[config.mk]
export PLATFORM = sky130hd
export DESIGN_NAME = color_swatch_file_parser
export DESIGN_NICKNAME = d
export VERILOG_FILES = /design/src/rtl/core/csfp_pkg.sv /design/src/rtl/core/csfp_parse.sv /design/src/rtl/core/color_swatch_file_parser.sv
export SDC_FILE = /design/constraint.sdc
export NUM_CORES = 1
export LEC_CHECK = 0
export BUFFER_PORTS_ARGS = -buffer_cell sky130_fd_sc_hd__buf_4
export CAP_MARGIN = 40
export CORE_MARGIN = 3
export CORE_UTILIZATION = 59
export DETAILED_ROUTE_END_ITERATION = 8
export HOLD_SLACK_MARGIN = 0.15
export PLACE_DENSITY = 0.92
export SKIP_LAST_GASP = 1
export SYNTH_ARGS = -nofsm -noshare
export SYNTH_HDL_FRONTEND = slang
export SYNTH_SLANG_ARGS = --single-unit
[constraint.sdc]
create_clock -name clk -period 6.21 [get_ports clk]
set_input_delay 0.3105 -clock clk [delete_from_list [all_inputs] [get_ports clk]]
set_output_delay 0.3105 -clock clk [all_outputs]
set_load 0.01 [all_outputs]
[src/rtl/core/csfp_pkg.sv]
// Shared types and constants for the color swatch file parser.
// Holds the parse phase codes, the result status codes and the result struct.
package csfp_pkg;

  localparam int unsigned PhaseW = 4;

  // Parse phase: which file word the parser expects next.
  localparam logic [PhaseW-1:0] PH_VERSION = 4'd0;
  localparam logic [PhaseW-1:0] PH_COUNT   = 4'd1;
  localparam logic [PhaseW-1:0] PH_SPACE   = 4'd2;
  localparam logic [PhaseW-1:0] PH_COMP1   = 4'd3;
  localparam logic [PhaseW-1:0] PH_COMP2   = 4'd4;
  localparam logic [PhaseW-1:0] PH_COMP3   = 4'd5;
  localparam logic [PhaseW-1:0] PH_COMP4   = 4'd6;
  localparam logic [PhaseW-1:0] PH_ZERO    = 4'd7;
  localparam logic [PhaseW-1:0] PH_NAMELEN = 4'd8;
  localparam logic [PhaseW-1:0] PH_NAME    = 4'd9;
  localparam logic [PhaseW-1:0] PH_DONE    = 4'd10;

  localparam logic [1:0] ST_RGB         = 2'd0;
  localparam logic [1:0] ST_SKIPPED     = 2'd1;
  localparam logic [1:0] ST_BAD_VERSION = 2'd2;
  localparam logic [1:0] ST_TRUNCATED   = 2'd3;

  localparam logic [15:0] VERSION_ONE = 16'd1;
  localparam logic [15:0] VERSION_TWO = 16'd2;

  typedef struct packed {
    logic        valid;
    logic [7:0]  red;
    logic [7:0]  green;
    logic [7:0]  blue;
    logic [15:0] entry_index;
    logic [1:0]  status;
    logic        last_entry;
  } csfp_result_t;

endpackage

[src/rtl/core/csfp_parse.sv]
// Parser state and per-word step logic for the color swatch file parser.
// Depends on csfp_pkg for phase codes, status codes and the result struct.
module csfp_parse (
  input  logic                  clk,
  input  logic                  rst_n,
  input  logic                  step,
  input  logic [15:0]           word,
  input  logic                  file_end,
  output csfp_pkg::csfp_result_t res
);

  logic [csfp_pkg::PhaseW-1:0] phase_r, phase_nxt;
  logic        version_two_r, version_two_nxt;
  logic [15:0] entries_total_r, entries_total_nxt;
  logic [15:0] entries_done_r, entries_done_nxt;
  logic [15:0] words_left_r, words_left_nxt;
  logic        entry_is_rgb_r, entry_is_rgb_nxt;
  logic [7:0]  red_held_r, red_held_nxt;
  logic [7:0]  green_held_r, green_held_nxt;
  logic [7:0]  blue_held_r, blue_held_nxt;

  logic        is_last;
  logic        finish;
  logic [15:0] words_dec;
  logic [7:0]  hi;

  assign hi        = word[15:8];
  assign is_last   = (entries_done_r + 16'd1) == entries_total_r;
  assign words_dec = words_left_r - 16'd1;

  always_comb begin
    phase_nxt         = phase_r;
    version_two_nxt   = version_two_r;
    entries_total_nxt = entries_total_r;
    entries_done_nxt  = entries_done_r;
    words_left_nxt    = words_left_r;
    entry_is_rgb_nxt  = entry_is_rgb_r;
    red_held_nxt      = red_held_r;
    green_held_nxt    = green_held_r;
    blue_held_nxt     = blue_held_r;
    finish            = 1'b0;
    res               = '0;

    if (phase_r < csfp_pkg::PH_DONE) begin
      if (file_end) begin
        phase_nxt = csfp_pkg::PH_DONE;
        res.valid = 1'b1;
        if (phase_r == csfp_pkg::PH_VERSION) begin
          res.status = csfp_pkg::ST_BAD_VERSION;
        end else begin
          res.status      = csfp_pkg::ST_TRUNCATED;
          res.entry_index = entries_done_r;
        end
      end else begin
        unique case (phase_r)
          csfp_pkg::PH_VERSION: begin
            if (word != csfp_pkg::VERSION_ONE && word != csfp_pkg::VERSION_TWO) begin
              phase_nxt  = csfp_pkg::PH_DONE;
              res.valid  = 1'b1;
              res.status = csfp_pkg::ST_BAD_VERSION;
            end else begin
              version_two_nxt = (word == csfp_pkg::VERSION_TWO);
              phase_nxt       = csfp_pkg::PH_COUNT;
            end
          end
          csfp_pkg::PH_COUNT: begin
            entries_total_nxt = word;
            entries_done_nxt  = '0;
            phase_nxt = (word == 16'd0) ? csfp_pkg::PH_DONE : csfp_pkg::PH_SPACE;
          end
          csfp_pkg::PH_SPACE: begin
            entry_is_rgb_nxt = (word == 16'd0);
            red_held_nxt     = '0;
            green_held_nxt   = '0;
            blue_held_nxt    = '0;
            phase_nxt        = csfp_pkg::PH_COMP1;
          end
          csfp_pkg::PH_COMP1: begin
            if (entry_is_rgb_r) red_held_nxt = hi;
            phase_nxt = csfp_pkg::PH_COMP2;
          end
          csfp_pkg::PH_COMP2: begin
            if (entry_is_rgb_r) green_held_nxt = hi;
            phase_nxt = csfp_pkg::PH_COMP3;
          end
          csfp_pkg::PH_COMP3: begin
            if (entry_is_rgb_r) blue_held_nxt = hi;
            phase_nxt = csfp_pkg::PH_COMP4;
          end
          csfp_pkg::PH_COMP4: begin
            if (!version_two_r) begin
              finish = 1'b1;
            end else begin
              phase_nxt = csfp_pkg::PH_ZERO;
            end
          end
          csfp_pkg::PH_ZERO: begin
            phase_nxt = csfp_pkg::PH_NAMELEN;
          end
          csfp_pkg::PH_NAMELEN: begin
            if (word == 16'd0) begin
              finish = 1'b1;
            end else begin
              words_left_nxt = word;
              phase_nxt      = csfp_pkg::PH_NAME;
            end
          end
          default: begin
            words_left_nxt = words_dec;
            if (words_dec == 16'd0) finish = 1'b1;
          end
        endcase
      end
    end

    // Closing an entry reports its color (or skipped status) and moves on.
    if (finish) begin
      res.valid       = 1'b1;
      res.entry_index = entries_done_r;
      res.last_entry  = is_last;
      if (entry_is_rgb_r) begin
        res.status = csfp_pkg::ST_RGB;
        res.red    = red_held_r;
        res.green  = green_held_r;
        res.blue   = blue_held_r;
      end else begin
        res.status = csfp_pkg::ST_SKIPPED;
      end
      entries_done_nxt = entries_done_r + 16'd1;
      phase_nxt = is_last ? csfp_pkg::PH_DONE : csfp_pkg::PH_SPACE;
    end
  end

  always_ff @(posedge clk) begin
    if (!rst_n) begin
      phase_r         <= csfp_pkg::PH_VERSION;
      version_two_r   <= 1'b0;
      entries_total_r <= '0;
      entries_done_r  <= '0;
      words_left_r    <= '0;
      entry_is_rgb_r  <= 1'b0;
      red_held_r      <= '0;
      green_held_r    <= '0;
      blue_held_r     <= '0;
    end else if (step) begin
      phase_r         <= phase_nxt;
      version_two_r   <= version_two_nxt;
      entries_total_r <= entries_total_nxt;
      entries_done_r  <= entries_done_nxt;
      words_left_r    <= words_left_nxt;
      entry_is_rgb_r  <= entry_is_rgb_nxt;
      red_held_r      <= red_held_nxt;
      green_held_r    <= green_held_nxt;
      blue_held_r     <= blue_held_nxt;
    end
  end

endmodule

[src/rtl/core/color_swatch_file_parser.sv]
// Top level of the color swatch file parser: input register, parser, result register.
// Depends on csfp_pkg and csfp_parse.
//
//   Channel  Direction  Payload
//   in_      slave      tdata = file word, tlast = end of file (no word carried)
//   out_     master     tdata = red, green, blue, entry index; tuser = status;
//                       tlast = final announced entry
//
// One file word per cycle when the result side keeps up; a word is held in the input
// register and its result, if any, is then captured in the output register. The parser
// step handles one word a cycle while it is not held by a stalled result.
// Synchronous active-low reset returns the parser to expecting the version word.
// A stalled result holds the parser and input register; in_tready drops only then.
module color_swatch_file_parser (
  input  logic        clk,
  input  logic        rst_n,
  input  logic        in_tvalid,
  output logic        in_tready,
  input  logic [15:0] in_tdata,   // [15:0] word
  input  logic        in_tlast,
  output logic        out_tvalid,
  input  logic        out_tready,
  output logic [39:0] out_tdata,  // [7:0] red, [15:8] green, [23:16] blue, [39:24] entry_index
  output logic [1:0]  out_tuser,  // [1:0] status
  output logic        out_tlast
);

  logic        in_valid_r;
  logic [15:0] in_word_r;
  logic        in_end_r;
  logic        advance;

  csfp_pkg::csfp_result_t res;

  logic        out_valid_r;
  logic [39:0] out_data_r;
  logic [1:0]  out_status_r;
  logic        out_last_r;

  // The held word moves into the parser once the result register is free.
  assign advance   = in_valid_r && (!out_valid_r || out_tready);
  assign in_tready = !in_valid_r || advance;

  always_ff @(posedge clk) begin
    if (!rst_n) begin
      in_valid_r <= 1'b0;
    end else if (in_tready) begin
      in_valid_r <= in_tvalid;
    end
  end

  always_ff @(posedge clk) begin
    if (in_tvalid && in_tready) begin
      in_word_r <= in_tdata;
      in_end_r  <= in_tlast;
    end
  end

  csfp_parse u_parse (
    .clk      (clk),
    .rst_n    (rst_n),
    .step     (advance),
    .word     (in_word_r),
    .file_end (in_end_r),
    .res      (res)
  );

  always_ff @(posedge clk) begin
    if (!rst_n) begin
      out_valid_r <= 1'b0;
    end else if (advance) begin
      out_valid_r <= res.valid;
    end else if (out_tready) begin
      out_valid_r <= 1'b0;
    end
  end

  always_ff @(posedge clk) begin
    if (advance && res.valid) begin
      out_data_r   <= {res.entry_index, res.blue, res.green, res.red};
      out_status_r <= res.status;
      out_last_r   <= res.last_entry;
    end
  end

  assign out_tvalid = out_valid_r;
  assign out_tdata  = out_data_r;
  assign out_tuser  = out_status_r;
  assign out_tlast  = out_last_r;

endmodule

After elaboration in Yosys (flattened, before gate mapping)
Index checks and enable logic that the tools add are counted.

cells by class
  bitwise operators = 3
  reduce and logical (&&, ||, !) cells = 30
  $add $sub $neg = 2
  equal/unequal tests = 19
  divide/modulo/power cells = 0
  multiply operators = 0
  multiplexer cells = 41
  order comparisons = 1
  shift operators = 0

operators with widths
  operator                 number
  $mux W16                 7
  $pmux W8 S2              3
  $mux W44                 1
  $pmux W4 S9              1
  $logic_not A16 Y1        2
  $mux W4                  8
  $pmux W16 S2             1
  $reduce_and A5 Y1        6
  $mux W24                 1
  $mux W18                 1
  $add A16 B1 Y16 const B  1
  $eq A16 B16 Y1           1
  $eq A16 B2 Y1 const B    1
  $eq A4 B3 Y1 const B     4
  $ne A16 B1 Y1 const B    1
  $ne A16 B2 Y1 const B    1
  $sub A16 B1 Y16 const B  1
  $mux W1                  13
  $reduce_and A4 Y1        3
  $reduce_bool A2 Y1       6
  $reduce_bool A11 Y1      1
  $eq A4 B2 Y1 const B     2
  $mux W8                  1
  $ne A2 B1 Y1 const B     4
  16 further kinds         25

word-level totals
  logic and storage cells = 113
  memory bits (read-only) = 0
  latch bits = 0
  output and inout port bits = 45
  bits in writable memories = 0
  memories kept = 0
  register bits = 140

Longest topological paths before layout
Gate-level depths: netlist of run 1.

  depth in word-level cells = 8
  mapped depth = 11
  gate-level depth less buffers = 9

Modules after synthesis
Synthesis of run 1 repeated with hierarchy kept, for this count alone.

second synthesis, totals
  cell total of the unflattened synthesis = 732
  area total of the unflattened synthesis = 6,713.9 um2

by module, submodules not included
  module                    times used  seq. area each (um2)  cells each  area each (um2)
  csfp_parse                1           1,561.5               659         4,799.6
  color_swatch_file_parser  1           1,841.8               73          1,914.3

Worst setup path after synthesis of run 1
OpenSTA, ideal clock, no wires.

  path kind = reg2reg
  start point = reg u_parse.words_left_r[0]
  end point = reg out_data_r[0] (netlist: out_tdata[0]), enable pin
  library setup time = 0.459 ns
  buffers on the path = 2
  data required time = 5.751 ns
  arrival time = 4.540 ns
  cell stages (with the launch flop) = 11
  slack = 1.211 ns
  cell sequence = dfxtp_1 inv_1 ha_1 or4b_2 clkbuf_1 o31ai_1 nand4_1 nor4_1 o21ai_1 buf_2 a21oi_1

on the way
  word-level cells in the longest chain between the ends = 8

RTL lines
  what                    RTL line                        RTL
  from (decl)             csfp_parse.sv:16                logic [15:0] words_left_r, words_left_nxt;
  from (signal assigned)  csfp_parse.sv:150               words_left_r <= words_left_nxt;
  $sub A16 B1 Y16         csfp_parse.sv:29                assign words_dec = words_left_r - 16'd1;
  $logic_not A16 Y1       csfp_parse.sv:110               if (words_dec == 16'd0) finish = 1'b1;
  $mux W1                 csfp_parse.sv:110
  $pmux W1 S3             csfp_parse.sv:55                unique case (phase_r)
  $mux W1                 csfp_parse.sv:45                if (file_end) begin
  $mux W1                 csfp_parse.sv:44                if (phase_r < csfp_pkg::PH_DONE) begin
  $mux W44                csfp_parse.sv:117               if (finish) begin
  $logic_and A1 B1 Y1     color_swatch_file_parser.sv:79  if (advance && res.valid) begin
  to (signal assigned)    color_swatch_file_parser.sv:80  out_data_r <= {res.entry_index, res.blue, res.green, res.red};
  to (decl)               color_swatch_file_parser.sv:36  logic [39:0] out_data_r;

No other way between the ends.
A chain may end at the register's enable or synchronous reset.

Worst setup path after layout of run 1
  start point = reg u_parse.words_left_r[1]
  end point = reg out_data_r[28] (netlist: out_tdata[28]), enable pin

The elaborated chain is that of the path after synthesis.

==> qor.yml, run 1 <==
run_status:
  outcome: "complete, no violations"
cells_and_area:
  fill_cells: 747
  areaGrowthSynthToFinish_pct: 19.18
  fin_area_sq_um: 8093
  final_nets: 817
  drive_gt1_frac: 0.1576
  antennaDiodeCount: 0
synth:
  avgSynthCellArea_sq_um: 9.302
  synth.distinct_cells: 63
  synth_edf_count: 60
  synthAdderAreaFrac: 0.005528
  synthTopCellsByArea: "edfxtp_1, dfxtp_1, nand2_1"
  seq_area_frac_synth: 0.5012
  synth.most_common_cell: "nand2_1"
  synth_common_cells: "nand2_1, dfxtp_1, edfxtp_1, and2_1, nor2_1"
  yosys.area_share.simple: 0.2454
  synth-compound-area-share: 0.1699
  synth_ff_type: "dfxtp_1"
  muxShareOfSynthArea: 0.007371
  yosysTopAreaCellShare: 0.2653
  ys_warn_count: 0
  syn-num-nets: 754
  synth_top_family_by_area: "simple AND/OR/NAND/NOR gates"
  synthArstFlopShare: 0
  yosysTopAreaCell: "edfxtp_1"
  synth-seq-cells: 140
  syn_inst: 730
  synth-xor-area-share: 0.03354
  synthesis.area_sq_um: 6790
timing:
  maxSlewHeadroom: 0.3729
  hold_slack_ns: 0.2509
  tightestPinTransition_ns: 0.9407
  clock_skew_ns: 0.008196
  hold_viol: 0
  min_period_ns: 3.698
  timing.final.ws_setup_ns: 2.512
  slew_viol_final: 0
  fin_crit_sh: 0.5954
  setup_tns_ns: 0
  fmax_mhz: 270.4
  setup_viol: 0
  grt_setup_unrepaired: "no"
grt:
  grt_pass1_vias: 5599
  antenna_found_initial: 0
  grt_max_degree: 73
  grt_pass1_wl_mm: 26.77
  gr-total-overflow: 0
  grtUsageTotal: 0.2617
critical_path:
  endpoint_kind: "flip-flop"
  r2r_setup_slack_ns: 2.51
  arrival_ns: 3.75
  worstSetupStartpointType: "flip-flop"
  path_class: "reg -> reg"
  critical_path.slowest_cell: "or4b_2"
  path_cells: "inv_1, ha_1, or4b_2, o31ai_1, nand4_1, nor4_1, o21ai_1, buf_4, a21oi_4, buf_4"
  critPathBufInv: 3
  slowest_delay_ns: 0.72
  worstPathRequired_ns: 6.27
  crit_family: "simple AND/OR/NAND/NOR gates"
  cp_max_fo: 44
  worst_path_most_repeated_cell: "buf_4"
clock_network:
  clockBufferDepth: 2
  cts_made_buffers: 17
  cts_resized: 0
  cts_root_buffer: "clkbuf_16"
  cts.sink_count: 140
  clk_latency_ns: 0.43
  h-tree-depth: 4
  cts_tree: "yes"
  cts.reportedPaths.clkPinSlew_ns: 0.06
floorplanning:
  initial_core_util: 0.6156
  coreArea_sq_um: 11030
  dieArea_sq_um: 12830
  die_x_microns: 113.3
  io_pins: 66
  rows: 38
  die_y_microns: 113.3
pwr:
  ir_drop_v: 0.0002113
  p_leak_nw: 2.938
  cellPowerDensity_nw_per_um2: 266.9
placed_design:
  finalWeightedCongestion: 0.9284
  io_buffers: 65
  placed_area_sq_um: 7323
  pre_cts_ws_ns: 2.562
  place_hpwl_mm: 10.77
routing:
  drtPass1Iterations: 6
  drc: 0
  vias: 5792
  routedWlPerCell_microns: 17.05
  first_iter_violations: 622
  via_per_inst: 6.123
  finalWirelength_mm: 16.13
  route.antenna.remaining_nets: 0
run:
  maxCapViolCount: 0
hold_path:
  hp-class: "in -> reg"
kinds of logic after synthesis:
group / after synthesis
mux: 5
simple gates: 326
flops: 140
buf+inv: 60
fa+ha+maj: 3
compound gates: 170
xor+xnor: 26
worst paths after layout:
kind	end	startpoint	cells after the start
setup / recovery	out_tdata[28]	u_parse.words_left_r[1]	10
hold / removal	out_tvalid	out_tready	3
setup reg to reg	out_tdata[28]	u_parse.words_left_r[1]	10
hold reg to reg	u_parse.red_held_r[5]	u_parse.red_held_r[5]	2
registers in the layout, indices dropped and copies added (netlist names), 2 cells and up:
name / cells
u_parse.words_left_r: 16
u_parse.blue_held_r: 8
out_tdata: 40
u_parse.entries_total_r: 16
out_tuser: 2
u_parse.red_held_r: 8
u_parse.phase_r: 4
u_parse.entries_done_r: 16
u_parse.green_held_r: 8
in_word_r: 16
per-layer routing:
| layer | global-route usage | wire [microns] |
|---|---|---|
| met1 | 0.3242 | 6362 |
| met2 | 0.4258 | 7908 |
| met3 | 0.06203 | 1238 |
| met4 | 0.1370 | 620 |
| met5 | 0 | 0 |
cells in the final DEF, fill, tap and decap left out, types with 7 or more instances in the layout:
cell	n
a21boi_0	44
a21oi_1	39
and2_1	46
buf_4	70
clkbuf_16	17
dfxtp_1	80
dlygate4sd3_1	18
edfxtp_1	60
inv_1	12
nand2_1	102
nand2b_1	9
nand3_1	38
nand4_1	8
nor2_1	45
nor2b_1	8
nor3_1	16
nor3b_1	7
nor4_1	15
o21ai_0	26
or4_1	7
xnor2_1	17
xor2_1	9
stage by stage:
stage / total power [W] / cells / util
finish: 0.002160 / 946 / 0.7337
floorplan: 0.001125 / 730 / -
global route: 0.002224 / 946 / 0.7337
detailed placement: 0.001184 / 895 / 0.6639
global placement: 0.001177 / 891 / 0.6613
CTS: 0.002164 / 945 / 0.7326
final cells by class:
| class | instances | area [sq um] | share of cell area |
|---|---|---|---|
| clock buffers | 20 | 456.7 | 0.05643 |
| clock inverters | 12 | 121.4 | 0.01500 |
| inverters | 12 | 45.04 | 0.005566 |
| multi-input cells | 530 | 3153 | 0.3896 |
| flip-flops and latches | 140 | 3403 | 0.4205 |
| well taps | 140 | 175.2 | 0.02165 |
| repair buffers | 92 | 738.2 | 0.09122 |
power breakdown:
group	leakage (nW)	internal [W]	total [W]	switching (W)
Sequential	1.21	0.000987	0.00101	0.0000253
Combinational	1.44	0.0000707	0.000164	0.0000930
Clock	0.283	0.000608	0.000984	0.000376
Total	2.94	0.00167	0.00216	0.000494
timing repair:
| action | 4_1_cts | 5_1_grt |
|---|---|---|
| hold endpoints to repair | 18 | 0 |
| setup buffers | 0 | 0 |
| hold buffers | 18 | 0 |
worst reg2reg max path: stages (launching register included):
cell and delay, ns:
dfxtp_1 0.33, inv_1 0.10, ha_1 0.27, or4b_2 0.72, o31ai_1 0.27, nand4_1 0.17, nor4_1 0.52, o21ai_1 0.11
buf_4 0.21, a21oi_4 0.12, buf_4 0.50
(Power assumes the default switching activity.)
==> run 2: changes to the inputs <==
--- a/config.mk
+++ b/config.mk
@@ -5,13 +5,14 @@
 export SDC_FILE = /design/constraint.sdc
 export NUM_CORES = 1
 export LEC_CHECK = 0
+export ABC_AREA = 1
 export BUFFER_PORTS_ARGS = -buffer_cell sky130_fd_sc_hd__buf_4
 export CAP_MARGIN = 40
 export CORE_MARGIN = 3
-export CORE_UTILIZATION = 59
+export CORE_UTILIZATION = 54
 export DETAILED_ROUTE_END_ITERATION = 8
 export HOLD_SLACK_MARGIN = 0.15
-export PLACE_DENSITY = 0.92
+export PLACE_DENSITY = 0.89
 export SKIP_LAST_GASP = 1
 export SYNTH_ARGS = -nofsm -noshare
 export SYNTH_HDL_FRONTEND = slang
==> constraint.sdc (replaced) <==
create_clock -name clk -period 3 [get_ports clk]
set_input_delay 0.15 -clock clk [delete_from_list [all_inputs] [get_ports clk]]
set_output_delay 0.15 -clock clk [all_outputs]
set_load 0.01 [all_outputs]
==> qor.yml, run 2 <==
routing:
  vias: 6133
  via_per_inst: 5.432
  drc: 0
  routedWlPerCell_microns: 15.31
  route.antenna.remaining_nets: 0
  finalWirelength_mm: 17.29
  drtPass1Iterations: 5
  first_iter_violations: 557
synth:
  ys_warn_count: 0
  synth_common_cells: "nand2_1, nor2_1, inv_1, dfxtp_1, a21oi_1"
  synth-seq-cells: 140
  synth_ff_type: "dfxtp_1"
  synth.most_common_cell: "nand2_1"
  synth_edf_count: 60
  syn_inst: 860
  seq_area_frac_synth: 0.5029
  yosysTopAreaCellShare: 0.2662
  synthArstFlopShare: 0
  synth.distinct_cells: 40
  avgSynthCellArea_sq_um: 7.869
  yosysTopAreaCell: "edfxtp_1"
  synthTopCellsByArea: "edfxtp_1, dfxtp_1, nand2_1"
  syn-num-nets: 884
  synthesis.area_sq_um: 6768
run:
  maxCapViolCount: 0
floorplanning:
  initial_core_util: 0.5588
  coreArea_sq_um: 12110
  die_y_microns: 118.0
  die_x_microns: 118.0
  rows: 40
  dieArea_sq_um: 13910
  io_pins: 66
critical_path:
  r2r-end: "out_tdata[31]"
  worst_path_most_repeated_cell: "nand2_1"
  slowest_delay_ns: 0.34
  worstSetupStartpointType: "flip-flop"
  path_cells: "inv_1, ha_1, xnor2_1, nand2_1, nor2_1, nand2_1, nor2_1, nand2_1, nor2_2, nand2_2, nand2_1, nand3_2, nand2_1, nand2_1, inv_1, buf_12"
  endpoint_kind: "flip-flop"
  worstPathRequired_ns: 3.11
  rr_worst_depth: 16
  path_class: "reg -> reg"
  cp_max_fo: 43
  arrival_ns: 2.73
  r2r_setup_slack_ns: 0.38
  r2r_start: "u_parse.words_left_r[0]"
  critical_path.slowest_cell: "dfxtp_1"
clock_network:
  cts_made_buffers: 17
  cts_root_buffer: "clkbuf_16"
  clk_latency_ns: 0.43
  clockBufferDepth: 2
  cts.reportedPaths.clkPinSlew_ns: 0.06
  cts_tree: "yes"
  cts.sink_count: 140
  h-tree-depth: 4
timing:
  hold_viol: 0
  slew_viol_final: 0
  grt_setup_unrepaired: "no"
  timing.final.ws_setup_ns: 0.3780
  setup_tns_ns: 0
  setup_viol: 0
  fmax_mhz: 381.4
  tightestPinTransition_ns: 0.7998
  min_period_ns: 2.622
  clock_skew_ns: 0.008342
  fin_crit_sh: 0.8740
  maxSlewHeadroom: 0.4651
hold_path:
  hold-path-cell-count: 2
  hp-class: "in -> reg"
  hold_end: "in_word_r[12]"
  worstHoldStart: "in_tdata[12]"
cells_and_area:
  antennaDiodeCount: 0
  stdcell_count: 1129
  regArea_sq_um: 3403
  multi_input_area_sq_um: 2795
  drive_gt1_frac: 0.1374
  largest_register_ff_count: 40
  fin_util: 0.6808
  final_common_cell: "nand2_1"
  final_cell_mix: "nand2_1, nor2_1, inv_1"
  final_nets: 972
  fill_cells: 987
  areaGrowthSynthToFinish_pct: 21.83
grt:
  grtUsageTotal: 0.2541
  grt_pass1_wl_mm: 28.14
  grt_pass1_vias: 5813
  grt_max_degree: 46
  gr-total-overflow: 0
  antenna_found_initial: 0
placed_design:
  place_hpwl_mm: 11.85
  dp.cells: 1077
  finalWeightedCongestion: 0.9325
  pre_cts_ws_ns: 0.3639
  io_buffers: 65
pwr:
  p_leak_nw: 3.423
  cellPowerDensity_nw_per_um2: 569.1
  total_power_w: 0.004692
  ir_drop_v: 0.0005133
run_status:
  outcome: "complete, no violations"
[run 2: kinds of logic after synthesis]
group                      count (synthesis)  synth area share
AOI/OAI and AO/OA                        163            0.1407
xor gates and xnor gates                   4          0.005178
adders and majority gates                  3          0.005547
buffers and inverters                    145           0.08523
DFF                                      140            0.5029
and+or+nand+nor                          405            0.2605
[run 2: routing by layer]
metal	wire, microns	part of all wire	global-route usage
met5	0	0	0
met4	401	0.023	0.09377
met3	1349	0.078	0.06055
met2	8154	0.47	0.4186
met1	7379	0.43	0.3266
[run 2: worst max-delay path by stage]
stage | start | to | slack, ns
after floorplan | u_parse.words_left_r[0] | out_tdata[0] | 0.05
after global placement | u_parse.words_left_r[0] | out_tdata[33] | 0.46
after detailed placement | u_parse.words_left_r[0] | out_tdata[23] | 0.36
after CTS | u_parse.words_left_r[0] | out_tdata[23] | 0.33
after global routing | u_parse.words_left_r[0] | out_tdata[31] | 0.05
final | u_parse.words_left_r[0] | out_tdata[31] | 0.38
[run 2: area by class of cell]
type | count | area share
well taps | 168 | 0.02549
repair buffers | 94 | 0.09317
inverters | 120 | 0.05524
flip-flops and latches | 140 | 0.4127
clock inverters | 11 | 0.01730
multi-input cells | 575 | 0.3390
clock buffers | 21 | 0.05706
[run 2: through the flow]
step | hold WS [ns] | cell area [sq um]
2_1_floorplan | 0.2489 | 6768
6_report | 0.4415 | 8245
3_3_place_gp | 0.3280 | 7425
4_1_cts | 0.4300 | 8238
3_5_place_dp | 0.3293 | 7425
5_1_grt | 0.4350 | 8245
[run 2: where the power goes]
part	leakage (nW)	internal, W	total (W)	switching, W
sequential	1.24	0.00205	0.00209	0.0000458
combinational	1.88	0.000163	0.000439	0.000275
clock	0.300	0.00137	0.00216	0.000792
[run 2: repair_timing]
action / 4_1_cts / 5_1_grt
endpoints found under the setup margin: 0 / 1
hold buffers: 20 / 0
gates resized for setup: 0 / 1
buffers inserted: 0 / 0
hold endpoints to repair: 41 / 0
[run 2: worst max-delay path, delay by kind of cell, from the launching register on]
family	cells	cell delay (ns)
AND/OR/NAND/NOR	11	1.06
buffers and inverters	3	0.42
flip-flops	1	0.34
adder cells (fa/ha/maj)	1	0.28
XOR/XNOR	1	0.19
==> run 3: changes to the inputs <==
--- a/config.mk
+++ b/config.mk
@@ -13,6 +13,7 @@
 export DETAILED_ROUTE_END_ITERATION = 8
 export HOLD_SLACK_MARGIN = 0.15
 export PLACE_DENSITY = 0.89
+export SETUP_SLACK_MARGIN = 0.5
 export SKIP_LAST_GASP = 1
 export SYNTH_ARGS = -nofsm -noshare
 export SYNTH_HDL_FRONTEND = slang
==> qor.yml, run 3 (synthesis results as in run 2) <==
timing:
  setup_viol: 0
  timing.final.ws_setup_ns: 0.5228
  hold_viol: 0
  setup_tns_ns: 0
  grt_setup_unrepaired: "yes"
  fmax_mhz: 403.7
  fin_crit_sh: 0.8257
  min_period_ns: 2.477
  hold_slack_ns: 0.4378
  tightestPinTransition_ns: 0.8968
  maxSlewHeadroom: 0.4015
  clock_skew_ns: 0.006935
  slew_viol_final: 0
pwr:
  p_sw_w: 0.001164
  p_int_w: 0.003561
  p_leak_nw: 3.565
  cellPowerDensity_nw_per_um2: 544.8
  seqPwrFrac: 0.443
  p_sw_frac: 0.2463
  total_power_w: 0.004725
  pwr-share-comb: 0.112
  ir_drop_v: 0.0004753
  clkPwrFrac: 0.445
cells_and_area:
  fill_cells: 912
  largest_register_ff_count: 40
  drive_gt1_frac: 0.1978
  antennaDiodeCount: 0
  final_common_cell: "nand2_1"
  final_cell_mix: "nand2_1, inv_1, nor2_1"
  regArea_sq_um: 3418
  final_nets: 997
  multi_input_area_sq_um: 2957
  areaGrowthSynthToFinish_pct: 28.16
clock_network:
  clk_latency_ns: 0.43
  cts.reportedPaths.clkPinSlew_ns: 0.06
  cts.sink_count: 140
  cts_root_buffer: "clkbuf_16"
  h-tree-depth: 4
  cts_tree: "yes"
  cts_made_buffers: 17
  clockBufferDepth: 2
critical_path:
  crit_family: "simple AND/OR/NAND/NOR gates"
  arrival_ns: 2.75
  critPathBufInv: 1
  cp_max_fo: 12
  path_class: "reg -> reg"
  path_cells: "inv_6, ha_4, nand2_4, nor2_4, nand3_1, nand2_1, nand2_1, nor3_2, nand2_2, a21oi_2, nand3_2, nor2_1"
  critical_path.slowest_cell: "dfxtp_4"
  worstSetupStartpointType: "flip-flop"
  slowest_delay_ns: 0.36
  endpoint_kind: "flip-flop"
  worst_path_most_repeated_cell: "nand2_1"
  worstPathRequired_ns: 3.27
floorplanning:
  die_x_microns: 118.0
  io_pins: 66
  dieArea_sq_um: 13910
  die_y_microns: 118.0
  rows: 40
  initial_core_util: 0.5588
  coreArea_sq_um: 12110
grt:
  grt_pass1_wl_mm: 28.28
  top_usage_layer: "met2"
  met3_usage: 0.06439
  grt_pass1_vias: 5856
  grtUsageMet1: 0.3282
  grt_max_degree: 44
  grt_use_met2: 0.4226
  gr-total-overflow: 0
  grtUsageTotal: 0.2546
  antenna_found_initial: 0
routing:
  routedWlPerCell_microns: 16.72
  via_per_inst: 5.672
  vias: 6546
  drtPass1Iterations: 8
  route.antenna.remaining_nets: 0
  first_iter_violations: 785
  drc: 0
  finalWirelength_mm: 19.29
placed_design:
  io_buffers: 65
  pre_cts_ws_ns: 0.4783
  finalWeightedCongestion: 0.9769
  place_hpwl_mm: 12.03
run_status:
  outcome: "complete, no violations"
run:
  maxCapViolCount: 0
hold_path:
  hp-class: "in -> reg"
[run 3: cell types whose count changed in the layout (fill, tap and decap cells not counted), moves of 7 or more]
| cell | delta |
|---|---|
| buf_4 | +17 |
| dfxtp_1 | -8 |
| nor2_1 | -14 |
| nor2_2 | +7 |
| nor2_4 | +7 |
[run 3: worst register-to-register path: stages, from the launching register on]
cell     delay (ns)
dfxtp_4        0.36
inv_6          0.07
ha_4           0.17
nand2_4        0.10
nor2_4         0.13
nand3_1        0.08
nand2_1        0.08
nand2_1        0.06
nor3_2         0.19
nand2_2        0.14
a21oi_2        0.34
nand3_2        0.34
nor2_1         0.24
[run 3: power by group through the flow]
stage	Sequential [W]	Combinational (W)	Clock [W]
6_report	0.00209	0.000528	0.00210
4_1_cts	0.00209	0.000437	0.00211
2_1_floorplan	0.00213	0.000276	0
3_3_place_gp	0.00213	0.000407	0
5_1_grt	0.00210	0.000575	0.00220
3_5_place_dp	0.00213	0.000411	0
[run 3: metal layers]
layer  routed length [microns]  vias up  share of wire
li1                          -     3085              -
met1                      7767     3051           0.40
met2                      9207      360           0.48
met3                      1832       50          0.095
met4                       485        0          0.025
met5                         0        -              0
[run 3: path summary, 6_finish.rpt]
kind / slack (ns) / end / start / depth (start not counted)
setup / recovery: 0.52 / out_tdata[11] / u_parse.words_left_r[0] / 12
hold / removal: 0.44 / in_word_r[0] / in_tdata[0] / 2
setup reg to reg: 0.52 / out_tdata[11] / u_parse.words_left_r[0] / 12
hold reg to reg: 0.46 / u_parse.red_held_r[6] / u_parse.red_held_r[6] / 2
[run 3: area by class of cell]
cell class / count / share of cell area
flip-flops and latches: 140 / 0.3941
clock buffers: 20 / 0.05035
repair buffers: 118 / 0.1192
clock inverters: 12 / 0.01731
multi-input cells: 576 / 0.3409
well taps: 168 / 0.02424
inverters: 120 / 0.05395
[run 3: stage by stage]
| step | instance area, sq um | instances | util |
|---|---|---|---|
| final | 8673 | 1154 | 0.7161 |
| after floorplan | 6799 | 860 | - |
| after global routing | 8673 | 1154 | 0.7161 |
| after global placement | 7448 | 1076 | 0.6150 |
| after detailed placement | 7448 | 1076 | 0.6150 |
| after CTS | 8243 | 1128 | 0.6806 |
[run 3: timing repair]
item	in CTS	in global routing
pin swaps	0	14
hold buffers	20	0
resized for setup	1	51
setup endpoints to repair	4	108
hold endpoints to repair	42	0
gates cloned	0	7
buffers inserted	0	19
